## src/hw/rtl/lkvc_pkg.sv

```systemverilog
// lkvc_pkg: shared constants, types and control structs for the LRU key-value cache.
// No dependencies; imported by every module of the cache.

package lkvc_pkg;

  // Store geometry and field widths
  localparam int DEPTH = 16;
  localparam int KEY_W = 32;
  localparam int VAL_W = 32;
  localparam int CAP_W = 5;
  localparam int OCC_W = $clog2(DEPTH + 1);
  localparam int CMP_W = (CAP_W > OCC_W) ? CAP_W : OCC_W;

  localparam logic [CAP_W-1:0] CAP_RESET = CAP_W'(16);

  // Update applied to the chain of cells in the update cycle
  typedef enum logic [1:0] {
    UPD_NONE,
    UPD_HIT,
    UPD_EVICT,
    UPD_FILL
  } lkvc_upd_t;

  // Request sequencer states
  typedef enum logic [1:0] {
    ST_IDLE,
    ST_MATCH,
    ST_UPDATE
  } lkvc_state_t;

  // One entry as it moves from cell to cell
  typedef struct packed {
    logic [KEY_W-1:0] key;
    logic [VAL_W-1:0] value;
    logic             valid;
  } lkvc_entry_t;

  // Broadcast from the controller to every cell
  typedef struct packed {
    logic             cmp_en;
    lkvc_upd_t        upd;
    logic [KEY_W-1:0] req_key;
    logic [VAL_W-1:0] ins_value;
  } lkvc_ctrl_t;

  // Lookup status gathered from the cells
  typedef struct packed {
    logic             hit;
    logic [VAL_W-1:0] hit_value;
    logic [KEY_W-1:0] tail_key;
  } lkvc_stat_t;

endpackage

```

## src/hw/rtl/lkvc_cell.sv

```systemverilog
// lkvc_cell: one slot of the recency-ordered chain; holds a key, a value and a valid bit.
// Depends on lkvc_pkg. Cell 0 is the most recent entry, the last valid cell the least recent.

module lkvc_cell
  import lkvc_pkg::*;
(
  input  logic             clk,
  input  logic             rst_n,
  input  lkvc_ctrl_t       ctrl,
  input  lkvc_entry_t      prev_entry,  // entry of the more recent neighbour
  input  logic             hit_below,   // a match sits in some less recent cell
  input  logic             next_valid,  // valid bit of the less recent neighbour
  output lkvc_entry_t      entry,
  output logic             hit_chain,   // a match sits in this cell or below
  output logic             match,
  output logic [VAL_W-1:0] hit_value,
  output logic [KEY_W-1:0] tail_key
);

  logic [KEY_W-1:0] key_r;
  logic [VAL_W-1:0] value_r;
  logic             valid_r;
  logic             match_r;
  logic             shift;

  assign entry     = '{key: key_r, value: value_r, valid: valid_r};
  assign match     = match_r;
  assign hit_chain = match_r | hit_below;
  assign hit_value = match_r ? value_r : '0;
  assign tail_key  = (valid_r && !next_valid) ? key_r : '0;

  // Decide whether this cell takes its neighbour's entry
  always_comb begin
    unique case (ctrl.upd)
      UPD_HIT:   shift = hit_chain;
      UPD_EVICT: shift = valid_r;
      UPD_FILL:  shift = prev_entry.valid;
      UPD_NONE:  shift = 1'b0;
      default:   shift = 1'b0;
    endcase
  end

  // Hold the compare result and the valid bit
  always_ff @(posedge clk) begin
    if (!rst_n) begin
      valid_r <= 1'b0;
      match_r <= 1'b0;
    end else begin
      if (ctrl.cmp_en) begin
        match_r <= valid_r && (key_r == ctrl.req_key);
      end
      if (shift) begin
        valid_r <= prev_entry.valid;
      end
    end
  end

  // Advance the payload down the chain
  always_ff @(posedge clk) begin
    if (shift) begin
      key_r   <= prev_entry.key;
      value_r <= prev_entry.value;
    end
  end

endmodule

```

## src/hw/rtl/lkvc_ctrl.sv

```systemverilog
// lkvc_ctrl: request sequencer, capacity register, occupancy count and result register.
// Depends on lkvc_pkg; drives the cell chain through lkvc_ctrl_t and reads lkvc_stat_t.

module lkvc_ctrl
  import lkvc_pkg::*;
(
  input  logic                  clk,
  input  logic                  rst_n,
  input  logic                  cfg_wr_en,
  input  logic [CAP_W-1:0]      cfg_wr_data,
  input  logic                  in_tvalid,
  output logic                  in_tready,
  input  logic [KEY_W+VAL_W-1:0] in_tdata,   // lookup_key, write_value
  input  logic [0:0]            in_tuser,    // req_type (0 get, 1 put)
  output logic                  out_tvalid,
  input  logic                  out_tready,
  output logic [VAL_W+KEY_W-1:0] out_tdata,  // read_value, evicted_key
  output logic [1:0]            out_tuser,   // hit, evicted
  output lkvc_ctrl_t            ctrl,
  input  lkvc_stat_t            stat
);

  lkvc_state_t      state_r, state_nxt;
  logic [CAP_W-1:0] cap_r;
  logic [OCC_W-1:0] occ_r;
  logic             req_put_r;
  logic [KEY_W-1:0] req_key_r;
  logic [VAL_W-1:0] req_val_r;
  logic             out_valid_r;
  logic             out_hit_r, out_ev_r;
  logic [VAL_W-1:0] out_rd_r;
  logic [KEY_W-1:0] out_evk_r;

  logic             out_free;
  logic             upd_go;
  logic             occ_full;
  logic [CMP_W-1:0] cap_ext, eff_cap;
  lkvc_upd_t        kind_sel;
  logic [VAL_W-1:0] rd_sel;

  assign out_free = !out_valid_r || out_tready;

  // Next state
  always_comb begin
    state_nxt = state_r;
    unique case (state_r)
      ST_IDLE:   if (in_tvalid) state_nxt = ST_MATCH;
      ST_MATCH:  state_nxt = ST_UPDATE;
      ST_UPDATE: if (out_free) state_nxt = ST_IDLE;
      default:   state_nxt = ST_IDLE;
    endcase
  end

  // Sequencer outputs
  always_comb begin
    in_tready = 1'b0;
    upd_go    = 1'b0;
    unique case (state_r)
      ST_IDLE:   in_tready = 1'b1;
      ST_MATCH:  ;
      ST_UPDATE: upd_go = out_free;
      default:   ;
    endcase
  end

  // Clamp the capacity to 1..DEPTH
  always_comb begin
    cap_ext = CMP_W'(cap_r);
    if (cap_ext == '0) begin
      eff_cap = CMP_W'(1);
    end else if (cap_ext > CMP_W'(DEPTH)) begin
      eff_cap = CMP_W'(DEPTH);
    end else begin
      eff_cap = cap_ext;
    end
  end

  assign occ_full = CMP_W'(occ_r) >= eff_cap;

  // Pick the chain update for the pending transaction
  always_comb begin
    priority if (stat.hit) begin
      kind_sel = UPD_HIT;
    end else if (!req_put_r) begin
      kind_sel = UPD_NONE;
    end else if (occ_full) begin
      kind_sel = UPD_EVICT;
    end else begin
      kind_sel = UPD_FILL;
    end
  end

  always_comb begin
    priority if (req_put_r) begin
      rd_sel = '0;
    end else if (stat.hit) begin
      rd_sel = stat.hit_value;
    end else begin
      rd_sel = '1;
    end
  end

  assign ctrl = '{
    cmp_en:    (state_r == ST_MATCH),
    upd:       upd_go ? kind_sel : UPD_NONE,
    req_key:   req_key_r,
    ins_value: req_put_r ? req_val_r : stat.hit_value
  };

  // Control registers
  always_ff @(posedge clk) begin
    if (!rst_n) begin
      state_r     <= ST_IDLE;
      cap_r       <= CAP_RESET;
      occ_r       <= '0;
      out_valid_r <= 1'b0;
    end else begin
      state_r <= state_nxt;
      if (cfg_wr_en) begin
        cap_r <= cfg_wr_data;
      end
      if (upd_go && kind_sel == UPD_FILL) begin
        occ_r <= occ_r + OCC_W'(1);
      end
      if (upd_go) begin
        out_valid_r <= 1'b1;
      end else if (out_tready) begin
        out_valid_r <= 1'b0;
      end
    end
  end

  // Capture the request and the result
  always_ff @(posedge clk) begin
    if (in_tvalid && in_tready) begin
      req_put_r <= in_tuser[0];
      req_key_r <= in_tdata[KEY_W-1:0];
      req_val_r <= in_tdata[KEY_W+VAL_W-1:KEY_W];
    end
    if (upd_go) begin
      out_hit_r <= stat.hit;
      out_rd_r  <= rd_sel;
      out_ev_r  <= (kind_sel == UPD_EVICT);
      out_evk_r <= (kind_sel == UPD_EVICT) ? stat.tail_key : '0;
    end
  end

  assign out_tvalid = out_valid_r;
  assign out_tdata  = {out_evk_r, out_rd_r};
  assign out_tuser  = {out_ev_r, out_hit_r};

  // Occupancy never passes the store depth
  a_occ_bound: assert property (@(posedge clk) disable iff (!rst_n)
    CMP_W'(occ_r) <= CMP_W'(DEPTH))
    else $error("occupancy above depth");

  // An eviction needs at least one held entry
  a_evict_nonempty: assert property (@(posedge clk) disable iff (!rst_n)
    ctrl.upd == UPD_EVICT |-> occ_r != '0)
    else $error("eviction from an empty store");

  // A fill only while below the capacity
  a_fill_room: assert property (@(posedge clk) disable iff (!rst_n)
    ctrl.upd == UPD_FILL |-> !occ_full && !stat.hit)
    else $error("fill without room");

  // Every update loads a result onto the output and returns the sequencer to idle
  a_result_source: assert property (@(posedge clk) disable iff (!rst_n)
    upd_go |=> out_tvalid && state_r == ST_IDLE)
    else $error("result not presented after update");

endmodule

```

## src/hw/rtl/lru_key_value_cache_top.sv

```systemverilog
// lru_key_value_cache_top: top level of the LRU key-value cache.
// Depends on lkvc_pkg, lkvc_ctrl and lkvc_cell; builds a chain of DEPTH cells.

// A request passes in order through accept, match and update: the transaction is accepted,
// every cell of the chain compares its key with the request key, and the chain shifts to put
// the touched entry at the front while the result is loaded into the output register. The update
// cycle waits while an earlier result is still held on the output. Entries are kept in recency
// order, cell 0 the most recent, so a hit or an insertion moves the more recent cells one step
// down and the least recent valid cell supplies the evicted key. The capacity register resets
// to 16; values 0 and above the store depth act as 1 and the depth.

module lru_key_value_cache_top
  import lkvc_pkg::*;
(
  input  logic                   clk,
  input  logic                   rst_n,
  input  logic                   cfg_wr_en,
  input  logic [CAP_W-1:0]       cfg_wr_data,   // capacity
  input  logic                   in_tvalid,
  output logic                   in_tready,
  input  logic [KEY_W+VAL_W-1:0] in_tdata,      // lookup_key, write_value
  input  logic [0:0]             in_tuser,      // req_type (0 get, 1 put)
  output logic                   out_tvalid,
  input  logic                   out_tready,
  output logic [VAL_W+KEY_W-1:0] out_tdata,     // read_value, evicted_key
  output logic [1:0]             out_tuser      // hit, evicted
);

  lkvc_ctrl_t       ctrl;
  lkvc_stat_t       stat;
  lkvc_entry_t      head_entry;
  lkvc_entry_t      cell_entry [DEPTH];
  logic [DEPTH-1:0] cell_hit_chain;
  logic [DEPTH-1:0] cell_match;
  logic [DEPTH-1:0] cell_valid;
  logic [VAL_W-1:0] cell_hit_value [DEPTH];
  logic [KEY_W-1:0] cell_tail_key [DEPTH];
  logic [VAL_W-1:0] hit_value_or;
  logic [KEY_W-1:0] tail_key_or;

  lkvc_ctrl u_ctrl (
    .clk         (clk),
    .rst_n       (rst_n),
    .cfg_wr_en   (cfg_wr_en),
    .cfg_wr_data (cfg_wr_data),
    .in_tvalid   (in_tvalid),
    .in_tready   (in_tready),
    .in_tdata    (in_tdata),
    .in_tuser    (in_tuser),
    .out_tvalid  (out_tvalid),
    .out_tready  (out_tready),
    .out_tdata   (out_tdata),
    .out_tuser   (out_tuser),
    .ctrl        (ctrl),
    .stat        (stat)
  );

  // New entry enters at the front of the chain
  assign head_entry = '{key: ctrl.req_key, value: ctrl.ins_value, valid: 1'b1};

  for (genvar i = 0; i < DEPTH; i++) begin : g_cell
    lkvc_entry_t prev_in;
    logic        below_hit;
    logic        below_valid;

    if (i == 0) begin : g_first
      assign prev_in = head_entry;
    end else begin : g_inner
      assign prev_in = cell_entry[i-1];
    end

    if (i == DEPTH - 1) begin : g_last
      assign below_hit   = 1'b0;
      assign below_valid = 1'b0;
    end else begin : g_body
      assign below_hit   = cell_hit_chain[i+1];
      assign below_valid = cell_entry[i+1].valid;
    end

    lkvc_cell u_cell (
      .clk        (clk),
      .rst_n      (rst_n),
      .ctrl       (ctrl),
      .prev_entry (prev_in),
      .hit_below  (below_hit),
      .next_valid (below_valid),
      .entry      (cell_entry[i]),
      .hit_chain  (cell_hit_chain[i]),
      .match      (cell_match[i]),
      .hit_value  (cell_hit_value[i]),
      .tail_key   (cell_tail_key[i])
    );

    assign cell_valid[i] = cell_entry[i].valid;
  end

  // Gather the matching value and the least recent key
  always_comb begin
    hit_value_or = '0;
    tail_key_or  = '0;
    for (int i = 0; i < DEPTH; i++) begin
      hit_value_or = hit_value_or | cell_hit_value[i];
      tail_key_or  = tail_key_or | cell_tail_key[i];
    end
  end

  assign stat = '{hit: cell_hit_chain[0], hit_value: hit_value_or, tail_key: tail_key_or};

  // Keys held in the chain are unique, so at most one cell matches
  a_match_unique: assert property (@(posedge clk) disable iff (!rst_n)
    $onehot0(cell_match))
    else $error("more than one cell matches");

  // Valid entries fill the chain from the front without gaps
  a_valid_packed: assert property (@(posedge clk) disable iff (!rst_n)
    (cell_valid & (cell_valid + DEPTH'(1))) == '0)
    else $error("gap in the valid entries");

  // A hit always comes from a valid cell
  a_hit_valid: assert property (@(posedge clk) disable iff (!rst_n)
    (cell_match & ~cell_valid) == '0 || ctrl.upd == UPD_NONE)
    else $error("match on an invalid cell");

endmodule
```

## config.mk

```make
export PLATFORM = sky130hd
export DESIGN_NAME = lru_key_value_cache_top
export DESIGN_NICKNAME = d
export VERILOG_FILES = /design/src/hw/rtl/lkvc_pkg.sv /design/src/hw/rtl/lkvc_cell.sv /design/src/hw/rtl/lkvc_ctrl.sv /design/src/hw/rtl/lru_key_value_cache_top.sv
export SDC_FILE = /design/constraint.sdc
export NUM_CORES = 1
export LEC_CHECK = 0
export ABC_CLOCK_PERIOD_IN_PS = 7700
export BUFFER_PORTS_ARGS = -buffer_cell sky130_fd_sc_hd__buf_4
export CORE_ASPECT_RATIO = 1.4
export CORE_UTILIZATION = 42
export CTS_CLUSTER_SIZE = 14
export DETAILED_ROUTE_END_ITERATION = 16
export GPL_TIMING_DRIVEN = 0
export PLACE_DENSITY = 0.54
export SETUP_SLACK_MARGIN = 0.3
export SLEW_MARGIN = 15
export SYNTH_ARGS = -nofsm -noshare
export SYNTH_HDL_FRONTEND = slang
export SYNTH_SLANG_ARGS = --single-unit
export TNS_END_PERCENT = 1
```

## constraint.sdc

```tcl
create_clock -name clk -period 7.7 [get_ports clk]
set_clock_uncertainty 0.1 [all_clocks]
set_input_delay 0 -clock clk [delete_from_list [all_inputs] [get_ports clk]]
set_output_delay 0 -clock clk [all_outputs]
set_load 0.01 [all_outputs]
```

==> flow_summary.yaml, run 1 <==
clock_tree:
  cts_tree: "done"
  clk_pin_slew_worst_paths_ns: 0.06
  cts-root-buf: "clkbuf_16"
  cts_buffer_depth: 3
  cts_made_buffers: 117
  numClockSinks: 1200
  htreeDepth: 3
  insertion_delay_ns: 0.77
global_routing:
  antenna_found_initial: 22
  grt.total_usage_pct: 42.3
  grt_pass1_wl_microns: 331000
  grt_max_degree: 40
  grt-ovfl-total: 0
  grt_pass1_vias: 34400
setup_path:
  cp-end-kind: "register"
  critPathKind: "reg -> reg"
  cpMostUsedCell: "buf_4"
  crit_path_cell_trace: "clkbuf_1 -> nor3_1 -> and2_1 -> and2_4 -> buf_6 -> inv_2 -> clkbuf_1 -> a21oi_1 -> nor3_2 -> buf_4 -> buf_6 -> buf_4 -> buf_4 -> buf_4 -> buf_6"
  cp.depth: 15
  slowest_delay_ns: 0.86
  critical-path-slowest-cell: "clkbuf_1"
  critPathLaunchType: "register"
  worst-r2r-cell-count: 15
  crit_fanout: 10
  path_delay_family: "buffers and inverters"
  cp.arrival_ns: 5.64
  cp_num_buf_inv: 10
  cp.required_ns: 8.08
place:
  place_area_sq_um: 54900
  pre_cts_slack_ns: 2.72
  dpl.hpwl_microns: 184000
  gp_congestion: 1.06
  io_buffer_count: 141
  dp.cells: 4922
die:
  io_pins: 143
  die_w_microns: 292
  die_area_sq_um: 119000
  core.rowCount: 148
  die_h_microns: 408
  initial_core_util_pct: 42.4
  core_area_sq_um: 116000
synth:
  netlist_area_sq_um: 49400
  syn_area_per_cell_sq_um: 15.6
  synth_edf_count: 1155
  yosysWarnings: 0
  synthTopCellsByArea: "edfxtp_1 (70%), xor2_1 (5.7%), xnor2_1 (3.4%), a22oi_1 (3.1%), a221oi_1 (2.8%)"
  synth_seq_cells: 1200
  yosysTopAreaCell: "edfxtp_1"
  synthMostInstantiatedCell: "edfxtp_1"
  synth_top_cell_area_share_pct: 70.2
  synthFlopType: "edfxtp_1"
  syn_nets: 3241
  synth_commonest_cells: "edfxtp_1 (1155), xor2_1 (321), a22oi_1 (201)"
  ys_seq_area_share_pct: 72.0
  synthArstFlopShare_pct: 0
  synthCells: 3160
  ys_types: 59
job:
  maxCapViolCount: 0
finish:
  fin_cells: 5313
  post-route-util_pct: 51.9
  drive_gt1_share_pct: 15.6
  syn_to_final_growth_pct: 22.4
  design_area_sq_um: 60500
  final.fill_count: 9690
  nets: 3780
min_path:
  hp-class: "in -> reg"
  whs_path_depth: 3
drt:
  wl_per_cell_microns: 47.6
  drcViolationCount: 0
  route.vias.total: 35900
  detail_route.iter0.violations: 5543
  drtAntennaViolNets: 0
  dr.pass1.iters: 9
  viasPerCell: 6.75
  wl_microns: 253000
sta:
  timing.final.crit_share_pct: 68.4
  setup_slack_ns: 2.43
  tns_ns: 0
  period_needed_ns: 5.27
  fmax_mhz: 190
  holdWs_ns: 0.139
  rsz0062_at_grt: "no"
  max_slew_margin_pct: 6.49
  max_slew.worst_pin.slew_ns: 1.39
  timing_hold_violations_final: 0
  setup_viol: 0
  slew_viol_final: 0
power:
  p_per_area_nw_per_um2: 231
  p_leak_nw: 19.8
  peakVddDrop_mv: 0.192
  finalPower_mw: 14.0
status:
  outcome: "completed"
-- tightest hold or removal path, stage by stage --
cell           delay [ns]
clkbuf_1             0.17
o211ai_1             0.24
dlygate4sd3_1        0.56
-- routing by layer --
layer	vias to the layer above	wire length [microns]	track usage [%]
met5	-	113	0
met4	16	27500	38.5
met3	876	23500	9.76
met2	2987	117000	66.2
met1	18300	85100	48.3
li1	13700	-	-
-- sequential cells by signal, summed over array words and instances, names as in the netlist --
| name | flops |
|---|---|
| g_cell.u_cell.key_r | 512 |
| g_cell.u_cell.match | 16 |
| g_cell.u_cell.valid_r | 16 |
| g_cell.u_cell.value_r | 512 |
| u_ctrl.cap_ext | 5 |
| u_ctrl.occ_r | 5 |
| u_ctrl.out_ev_r | 1 |
| u_ctrl.out_evk_r | 32 |
| u_ctrl.out_hit_r | 1 |
| u_ctrl.out_rd_r | 32 |
| u_ctrl.out_tvalid | 1 |
| u_ctrl.req_key_r | 32 |
| u_ctrl.req_put_r | 1 |
| u_ctrl.req_val_r | 32 |
| u_ctrl.state_r | 2 |
-- layout make-up --
| cell class | instances | area (sq um) | area share [%] |
|---|---|---|---|
| Antenna cell | 14 | 35.0 | 0.0579 |
| Buffer | 223 | 997 | 1.65 |
| Clock buffer | 140 | 3100 | 5.12 |
| Clock inverter | 79 | 860 | 1.42 |
| Inverter | 41 | 154 | 0.254 |
| Multi-Input combinational cell | 1696 | 13000 | 21.5 |
| Sequential cell | 1200 | 35600 | 58.8 |
| Tap cell | 1500 | 1880 | 3.10 |
| Timing Repair Buffer | 420 | 4860 | 8.03 |
-- timing repair --
item / 4_1_cts / 5_1_grt
gates resized for setup: 0 / 0
endpoints found under the hold margin: 163 / 0
buffers inserted: 0 / 0
setup endpoints to repair: 0 / 0
hold buffers: 155 / 0
-- cell usage in the layout (no fill, tap or decap), types with 91 or more instances in the layout --
cell / count
buf_4: 172
dlygate4sd3_1: 155
a22oi_1: 201
clkbuf_1: 118
nor4_1: 91
clkbuf_16: 120
xnor2_1: 191
a22o_1: 156
xor2_1: 316
a221oi_1: 157
edfxtp_1: 1155
-- where the power goes --
part | internal, mW | switching, mW | total [mW]
combinational | 0.221 | 0.500 | 0.721
sequential | 7.11 | 0.0286 | 7.14
clock | 3.38 | 2.74 | 6.12
total | 10.7 | 3.27 | 14.0
-- worst paths after layout --
check | startpoint | slack (ns) | to
max | g_cell[11].u_cell.match | 2.43 | g_cell[12].u_cell.key_r[5]
min | cfg_wr_en | 0.14 | u_ctrl.cap_ext[4]
max reg2reg | g_cell[11].u_cell.match | 2.43 | g_cell[12].u_cell.key_r[5]
min reg2reg | g_cell[12].u_cell.value_r[13] | 0.35 | g_cell[13].u_cell.value_r[13]
-- logic make-up (layout without fill, tap and decap cells) --
family                   after synthesis  after routing  share of synthesized area, %
buffers and inverters                264            903                          2.17
XOR/XNOR                             514            514                          9.11
other                                  0             14                             0
flip-flops                          1200           1200                          72.0
AND/OR/NAND/NOR                      446            446                          4.99
AO/OA/AOI/OAI                        685            685                          10.7
adder cells (fa/ha/maj)                6              6                         0.152
multiplexers                          45             45                         0.926
(Power assumes the default switching activity.)
==> inputs of run 2 (changes only) <==
Settings changed: ABC_CLOCK_PERIOD_IN_PS 7700 to 5100.
Clock period 7.7 ns to 5.1 ns, I/O delays scaled along.
==> run 2 against run 1 <==
Critical path depth is 9 lower; global-route usage barely moved; highest routed layer unchanged; fmax is 11% higher; combinational power rose by 51%; via count about the same; final cell count fell by 0.24%; largest power group unchanged; wire length increased by 0.12%; worst hold slack got worse by 0.033 ns; die area unchanged.
==> flow_summary.yaml, run 2 (synthesis gave the netlist of run 1 again) <==
setup_path:
  cp.arrival_ns: 5.09
  critPathLaunchType: "register"
  critPathKind: "reg -> reg"
  slowest_delay_ns: 1.06
  cp_num_buf_inv: 2
  cp.required_ns: 5.44
  cp-end-kind: "register"
  crit_path_start: "g_cell[1].u_cell.valid_r"
  path_delay_family: "buffers and inverters"
  crit_path_cell_trace: "nor2b_1 -> clkbuf_1 -> buf_2 -> a22oi_1 -> and3_1 -> a31oi_1"
  critical-path-slowest-cell: "clkbuf_1"
  crit_fanout: 11
  r2r_start: "g_cell[1].u_cell.valid_r"
drt:
  wl_per_cell_microns: 47.8
  detail_route.iter0.violations: 5655
  wl_microns: 253000
  route.vias.total: 35900
  drcViolationCount: 0
  dr.pass1.iters: 6
  drtAntennaViolNets: 0
  viasPerCell: 6.77
finish:
  ff_latch_area_sq_um: 35600
  layout_common_cells: "edfxtp_1 (1155), xor2_1 (317), a22oi_1 (201)"
  syn_to_final_growth_pct: 22.9
  top_regs: "g_cell.u_cell.key_r (512), g_cell.u_cell.value_r (512)"
  drive_gt1_share_pct: 15.6
  fin_cells: 5300
  design_area_sq_um: 60800
  multiInputGateArea_sq_um: 13000
  final_common_cell: "edfxtp_1"
  final.fill_count: 9798
  nets: 3773
place:
  dpl.hpwl_microns: 184000
  pre_cts_slack_ns: 0.684
  dp.cells: 4915
  place_area_sq_um: 55200
  gp_congestion: 1.10
  io_buffer_count: 141
global_routing:
  grt_pass1_wl_microns: 331000
  antenna_found_initial: 13
  grt_pass1_vias: 34600
  global_route.peak_usage_layer: "met2"
  use_met3_pct: 8.72
  grt.total_usage_pct: 42.3
  grt-ovfl-total: 0
  grtUsageMet1_pct: 49.3
  met2_usage_pct: 66.3
  grt_max_degree: 41
sta:
  slew_viol_final: 0
  timing.final.crit_share_pct: 93.2
  max_slew_margin_pct: 8.39
  period_needed_ns: 4.76
  rsz0062_at_grt: "no"
  setup_viol: 0
  fmax_mhz: 210
  max_slew.worst_pin.slew_ns: 1.36
  setup_slack_ns: 0.345
  timing_hold_violations_final: 0
die:
  die_area_sq_um: 119000
  die_w_microns: 292
  core_area_sq_um: 116000
  core.rowCount: 148
  die_h_microns: 408
  initial_core_util_pct: 42.4
  io_pins: 143
status:
  outcome: "completed"
clock_tree:
  cts_tree: "done"
  htreeDepth: 3
  clk_pin_slew_worst_paths_ns: 0.07
  cts_buffer_depth: 3
  insertion_delay_ns: 0.79
  numClockSinks: 1200
  cts_resized: 0
  cts_made_buffers: 118
  cts-root-buf: "clkbuf_16"
power:
  p_leak_nw: 19.8
  peakVddDrop_mv: 0.326
  p_per_area_nw_per_um2: 348
job:
  maxCapViolCount: 0
min_path:
  hp-class: "in -> reg"
  holdCritStartpoint: "cfg_wr_en"
-- run 2: changes by cell type in the layout (fill, tap and decap cells not counted), sizes merged --
| cell | before | now |
|---|---|---|
| buf | 331 | 324 |
| bufinv | 15 | 14 |
| clkbuf | 297 | 296 |
| clkinv | 57 | 52 |
| clkinvlp | 6 | 11 |
| diode | 14 | 10 |
-- run 2: path summary, 6_finish.rpt --
check | to | slack (ns) | cells past startpoint
worst max-delay path | u_ctrl.out_evk_r[27] | 0.34 | 6
worst min-delay path | u_ctrl.cap_ext[4] | 0.11 | 3
worst max register to register | u_ctrl.out_evk_r[27] | 0.34 | 6
worst min register to register | g_cell[0].u_cell.key_r[18] | 0.35 | 0
-- run 2: routing by layer --
metal  up-vias  part of all wire (%)
li1      13600                     -
met3       862                   9.7
met5         -                 0.024
met2      3134                    46
met1     18300                    33
met4        10                    11
-- run 2: cell type report --
| type | instances | share of cell area, % |
|---|---|---|
| Antenna cell | 10 | 0.0412 |
| Buffer | 223 | 1.65 |
| Clock buffer | 140 | 5.03 |
| Clock inverter | 78 | 1.45 |
| Inverter | 41 | 0.253 |
| Multi-Input combinational cell | 1696 | 21.5 |
| Sequential cell | 1200 | 58.6 |
| Tap cell | 1500 | 3.09 |
| Timing Repair Buffer | 412 | 8.47 |
-- run 2: power by group --
part           leakage, nW  internal, mW  switching, mW
registers             10.8          10.7         0.0424
clock network         1.89          5.02           4.25
logic                 7.10         0.335          0.752
-- run 2: worst min-delay path, delay by kind of cell --
family	cells	cell delay, ns
AO/OA/AOI/OAI	1	0.23
buffers and inverters	2	0.73
-- run 2: repair_timing --
action,4_1_cts,5_1_grt
hold endpoints to repair,125,0
hold buffers,155,0
buffers inserted,0,0
setup endpoints to repair,0,0
-- run 2: per-stage QoR --
stage	utilization, %	hold slack (ns)	TNS, ns	power, mW
3_5_place_dp	47.4	0.0793	0	11.9
5_1_grt	52.1	0.129	0	21.4
2_1_floorplan	-	-0.00113	-262.46	11.4
4_1_cts	52.1	0.0579	0	21.0
3_3_place_gp	45.0	0.0778	-6410.83	11.9
6_report	52.2	0.106	0	21.1
